### src/design/bliu_pkg.sv
// ----------------------------------------------------------------------------
// bliu_pkg
// Shared types and constants of the bilinear image upscaler.
// ----------------------------------------------------------------------------
`default_nettype none

package bliu_pkg;

  localparam int PIX_W      = 16;
  localparam int FRAC_BITS  = 7;
  localparam int WEIGHT_W   = FRAC_BITS + 1;          // weights run 0..2^FRAC_BITS
  localparam int ACC_W      = PIX_W + WEIGHT_W + 1;
  localparam int CFG_IDX_W  = 3;
  localparam int CFG_DATA_W = 11;

  localparam logic [WEIGHT_W-1:0] WEIGHT_ONE = WEIGHT_W'(1 << FRAC_BITS);

  localparam logic OP_WRITE = 1'b0;
  localparam logic OP_READ  = 1'b1;

  localparam logic STATUS_OK    = 1'b0;
  localparam logic STATUS_RANGE = 1'b1;

  typedef enum logic [CFG_IDX_W-1:0] {
    REG_SRC_HEIGHT,
    REG_SRC_WIDTH,
    REG_CHAN_COUNT,
    REG_DEST_HEIGHT,
    REG_DEST_WIDTH,
    REG_ROW_SHIFT,
    REG_COL_SHIFT
  } cfg_reg_t;

  // Control of the shared multiply-accumulate unit.
  typedef struct packed {
    logic                en;
    logic                clear;
    logic [WEIGHT_W-1:0] weight;
  } mac_ctrl_t;

endpackage

`default_nettype wire

### src/design/bliu_mac.sv
// ----------------------------------------------------------------------------
// bliu_mac
// Shared weight x sample accumulator; output is the floored, 16-bit blend.
// ----------------------------------------------------------------------------
`default_nettype none

module bliu_mac
  import bliu_pkg::*;
(
  input  wire logic                    clk,
  input  wire mac_ctrl_t               ctrl,
  input  wire logic signed [PIX_W-1:0] sample,
  output logic signed [PIX_W-1:0]      blend
);

  logic signed [ACC_W-1:0] acc_r;
  logic signed [ACC_W-1:0] acc_base;
  logic signed [ACC_W-1:0] product;
  logic signed [ACC_W-1:0] sum;

  assign product  = $signed({1'b0, ctrl.weight}) * sample;
  assign acc_base = ctrl.clear ? '0 : acc_r;
  assign sum      = acc_base + product;
  // floor by 2^FRAC_BITS, keep low 16 bits
  assign blend    = sum[FRAC_BITS +: PIX_W];

  always_ff @(posedge clk) begin
    if (ctrl.en) begin
      acc_r <= sum;
    end
  end

endmodule

`default_nettype wire
### config.mk
export PLATFORM = sky130hd
export DESIGN_NAME = bliu_mac
export DESIGN_NICKNAME = d
export VERILOG_FILES = /design/src/design/bliu_pkg.sv /design/src/design/bliu_mac.sv
export SDC_FILE = /design/constraint.sdc
export NUM_CORES = 1
export LEC_CHECK = 0
export ABC_AREA = 1
export BUFFER_PORTS_ARGS = -buffer_cell sky130_fd_sc_hd__buf_2
export CAP_MARGIN = 20
export CORE_ASPECT_RATIO = 1.25
export CORE_MARGIN = 2
export CORE_UTILIZATION = 53
export CTS_BUF_LIST = sky130_fd_sc_hd__clkbuf_4
export DETAILED_ROUTE_END_ITERATION = 12
export GPL_ROUTABILITY_DRIVEN = 0
export PLACE_DENSITY = 0.74
export SYNTH_ARGS = -nofsm -noshare
export SYNTH_HDL_FRONTEND = slang
export SYNTH_SLANG_ARGS = --single-unit
### constraint.sdc
create_clock -name clk -period 22.2 [get_ports clk]
set_clock_uncertainty 0.15 [all_clocks]
set_input_delay 4.44 -clock clk [delete_from_list [all_inputs] [get_ports clk]]
set_output_delay 4.44 -clock clk [all_outputs]
set_load 0.03 [all_outputs]
======== After elaboration in Yosys (flattened, before gate mapping) ========
Index checks and enable logic that the tools add are counted.
W data, S select, Z words.
storage, ports and cells
  register bits after elaboration ......... 25
  input bits .............................. 27
  output and inout bits ................... 16
operators by class
  add/subtract/negate cells ............... 1
  $mul .................................... 1
  mux-type cells .......................... 1
operators with widths
  kind              count
  $add A25 B25 Y25  1
  $mul A9 B16 Y25   1
  $mux W25          1

======== Depth between registers and ports, before layout ========
  depth after elaboration ................. 2
  gate-level depth with buffers ........... 26

======== Least setup slack after synthesis ========
Ideal clock, no wire load.
  path type ............................... in2out
  start point ............................. in ctrl[2] (netlist name)
  end point ............................... out blend[15]
  data arrival time ....................... 8903 ps
  setup slack ............................. 8707 ps
  stages .................................. 24
  buffers on the path ..................... 3
  cell sequence ........................... clkbuf_1 clkbuf_1 nand2_1 fa_1 inv_1 fa_1 inv_1 fa_1 inv_1 fa_1 inv_1 fa_1 inv_1 ha_1 nand2_1 nor2_1 nand3_1 nor2_1 nand2_1 nand3_1 inv_1 nand2_1 nand2_1 buf_4
on the way
  cells in the longest elaborated chain, start to end .. 2
ends and longest elaborated chain
  what              line            RTL
  start, declared   bliu_mac.sv:11  input wire mac_ctrl_t ctrl,
  $mul A9 B16 Y25   bliu_mac.sv:21  assign product = $signed({1'b0, ctrl.weight}) * sample;
  $add A25 B25 Y25  bliu_mac.sv:23  assign sum = acc_base + product;
  end, declared     bliu_mac.sv:13  output logic signed [PIX_W-1:0] blend
Every way passes these cells.

======== Worst setup path in the final report ========
  start point ............................. in ctrl[0] (netlist name)
  end point ............................... out blend[13]
The elaborated chain is that of the path after synthesis.

==> qor.log <==
[clock_network] number of setup buffers added after CTS 0
[routing] vias after detailed routing 5,040
[setup_path] buffering stage count on the worst path with inverters included 6
[cells_and_area] max FFs per register 23
[setup_path] worst-case reg-to-reg path depth 13
[sta] slew at the pin closest to its max-slew limit 0.584 ns
[run_status] run status complete, no violations
[logic_synthesis] Synth Area in Adders 44.9%
[cells_and_area] total of fill cells in the finished design 1,186
[floorplanning] Core Footprint 12,100 sq um
[logic_synthesis] number of storage elements in the synthesis netlist 23
[grt] pin count of the biggest net entering global routing 24
[clock_network] number of hold buffers added after CTS 0
[grt] met3 track demand over resource 1.82%
[cells_and_area] area grow syn2layout 2.97%
[setup_path] Reg2Reg Capture Point acc_r[17]
[cells_and_area] leading cell type in the layout, fill and taps excluded nand2_1
[clock_network] Clock Pin Slew Worst Setup and Hold Paths 0.15 ns
[logic_synthesis] synthesis warning total 0
[routing] Antenna Violating Nets Remaining 0
[setup_path] Setup CP Type in2out
[grt] global-route congestion overflow total 0
[setup_path] largest fanout of any net on the critical path 16
[setup_path] Critical Path, Cell by Cell buf_2 > nand2_1 > fa_1 > inv_1 > fa_1 > fa_1 > fa_1 > inv_1 > fa_1 > inv_1 > ha_1 > nand2_2 > nor2_1 > inv_1 > nor2_2 > nand4_1 > nand3_1 > nand2_1 > nand2_1 > buf_2
[routing] Initial DRT Pass Iterations 5
[logic_synthesis] synth unique cells 26
[setup_path] kind of cell adding the most delay to the critical path adder cells
[routing] final routed DRC violation total 0
[logic_synthesis] dominant combinational cell family by area after synthesis adder cells
[routing] average vias per placed instance 4.76
[grt] number of antenna violations at the first check in global routing 1
[sta] unrepaired setup endpoints after global routing no
[setup_path] required time of the critical path 17.61 ns
[floorplanning] die area 13,300 sq um
[sta] Max Freq 72.5 MHz
[cells_and_area] largest reg by FF count acc_r
[grt] via count of the first global-routing pass 5,219
[routing] Total Routed Length 13.4 mm
[sta] setup violators final 0
[grt] GRT Resource Usage Total 22.3%
[sta] worst rel slew slack 61.1%
[floorplanning] die span in x 104 um
[clock_network] Resized Gates After CTS 0
[hold_path] worst hold path startpoint acc_r[0]
[logic_synthesis] fraction of the yosys area taken by sequential cells 10.5%
[sta] Final Max Slew Viols 0
[routing] number of violations reported at the end of detailed-routing iteration 0 183
[cells_and_area] fraction of final layout cells with drive strength greater than 1 7.16%
[setup_path] instance count on the critical path 20
[placed_design] number of port buffers 42
[clock_network] clock tree root buffer cell clkbuf_4
[routing] routed wirelength normalized by instance count 12.7 um
[logic_synthesis] mux share of post-synthesis cell area 0%
[logic_synthesis] syn_nets 1,091
[sta] post-route setup TNS 0 ns
[logic_synthesis] cell types with the largest area share after synthesis fa_1 35%, nand2_1 16%, inv_1 15%, edfxtp_1 11%, ha_1 9.9%
[grt] met1 global-route usage 29.1%
[hold_path] Hold/Removal Path Class reg2reg
[setup_path] category of the worst setup path capture point output pin
[floorplanning] vertical die dimension 129 um
[setup_path] critical path startpoint category input port
[setup_path] CP most frequent cell fa_1
[grt] global route hottest layer met2
[logic_synthesis] top-area cell type share of the netlist area 35.0%
[logic_synthesis] Syn Area/Cell 7.33 sq um
[logic_synthesis] dominant cell type by area after synthesis fa_1
[clock_network] Sinks on Clock Net 23
[grt] global-route wire length before repair 24.1 mm
[sta] fin crit share 62.1%
[logic_synthesis] simple-gate share of the synthesized area 22.8%
[clock_network] buffer levels on the longest clock path 2
[setup_path] worst endpoint data arrival time 9.20 ns
[floorplanning] Top-Level Pins 43
[grt] met2 routing resource usage after global routing 39.7%
[hold_path] cell depth of the worst min-delay path 3
[hold_path] endpoint with the worst hold slack acc_r[0]
[sta] hold violation total from the final report 0
[logic_synthesis] share of the synthesized area in compound gates (AO/OA/AOI/OAI) 1.69%
[setup_path] reg2reg setup slack 19.47 ns
[clock_network] clk_lat worst skew 0.35 ns
[setup_path] slowest stage cell, crit path fa_1
[cells_and_area] number of nets in the final layout 1,089
[clock_network] maximum level of the CTS H-tree 1
[cells_and_area] registers with the most flip-flops acc_r: 23 flops
[sta] final worst path period need 13.79 ns
[logic_synthesis] cell count after synthesis 897
[placed_design] placed wire-length estimate 11.6 mm
[clock_network] clock tree from TritonCTS yes
[floorplanning] site row count 45
[setup_path] largest incremental delay on the critical path 0.66 ns
[setup_path] startpoint of the lowest-slack register-to-register path acc_r[1]
[floorplanning] Initial Util 54.3%
[logic_synthesis] post-synthesis xor/xnor area fraction 1.46%
[logic_synthesis] synthesized area 6580 sq um
[run] max-cap check violation count 0
[cells_and_area] commonest non-fill, non-tap cells in the layout 279 x nand2_1, 260 x inv_1, 115 x fa_1, 52 x ha_1, 42 x buf_2
[clock_network] number of buffers created by CTS 3
[cell type report]
class / instances / area (sq um) / area share (%)
repair buffers: 42 / 210 / 3.10
inverters: 261 / 980 / 14.5
clock buffers: 3 / 22.5 / 0.333
multi-input cells: 564 / 4660 / 68.8
flip-flops and latches: 23 / 691 / 10.2
clock inverters: 1 / 5.00 / 0.0739
well taps: 164 / 205 / 3.03
diodes: 1 / 2.50 / 0.0369
[per-stage QoR]
step	std cells	utilization, %	area, sq um	hold slack [ns]	setup WS, ns
4_1_cts	1058	55.9	6770	0.561	8.41
5_1_grt	1059	55.9	6770	0.620	8.04
3_5_place_dp	1054	55.7	6740	0.524	8.44
3_3_place_gp	1054	55.7	6740	0.505	8.48
6_report	1059	55.9	6770	0.545	8.41
2_1_floorplan	897	-	6580	0.473	8.71
[synth_stat cells]
| library cell | instances |
|---|---|
| edfxtp_1 | 23 |
| ha_1 | 52 |
| clkbuf_2 | 2 |
| nor2_1 | 34 |
| a21oi_1 | 14 |
| inv_1 | 260 |
| buf_1 | 2 |
| nor3_2 | 1 |
| nand2_1 | 279 |
| a21oi_2 | 1 |
| clkbuf_1 | 26 |
| nand3b_1 | 1 |
| nand4_1 | 9 |
| buf_2 | 3 |
| o21ai_0 | 2 |
| o21bai_1 | 2 |
| nand3_1 | 27 |
| fa_1 | 115 |
| xnor2_1 | 2 |
| a21o_1 | 1 |
| nand3_2 | 5 |
| buf_4 | 16 |
| nor2_2 | 6 |
| nand2_2 | 4 |
| inv_2 | 1 |
| xor2_1 | 9 |
[cells by family (layout without fill, tap and decap cells)]
group                      after synthesis  count (layout)
AOI/OAI and AO/OA                       20              20
xor gates and xnor gates                11              11
buffers and inverters                  310             307
DFF                                     23              23
adders and majority gates              167             167
other                                    0               1
and+or+nand+nor                        366             366
[worst max path at each step]
stage,from,end,slack [ns]
final,ctrl[0],blend[13],8.41
after global routing,ctrl[0],blend[13],8.04
after CTS,ctrl[0],blend[13],8.41
after detailed placement,ctrl[0],blend[13],8.44
after global placement,ctrl[0],blend[13],8.48
after floorplan,ctrl[2],blend[15],8.71
[metal layers]
layer / vias to the layer above / wire [um]
met3: 23 / 563
met2: 116 / 6700
met5: - / 0
li1: 2531 / -
met4: 0 / 280
met1: 2370 / 5900
[worst reg2reg max path, delay by kind of cell, from the launching register on]
family / cells / cell delay (ns)
buffers and inverters: 1 / 0.06
flip-flops: 1 / 0.39
AND/OR/NAND/NOR: 9 / 0.82
adder cells (fa/ha/maj): 3 / 1.06
Power is left out: the tool's default activity adds up to more than one toggle a clock period on the data nets, which glitch-free logic cannot reach.
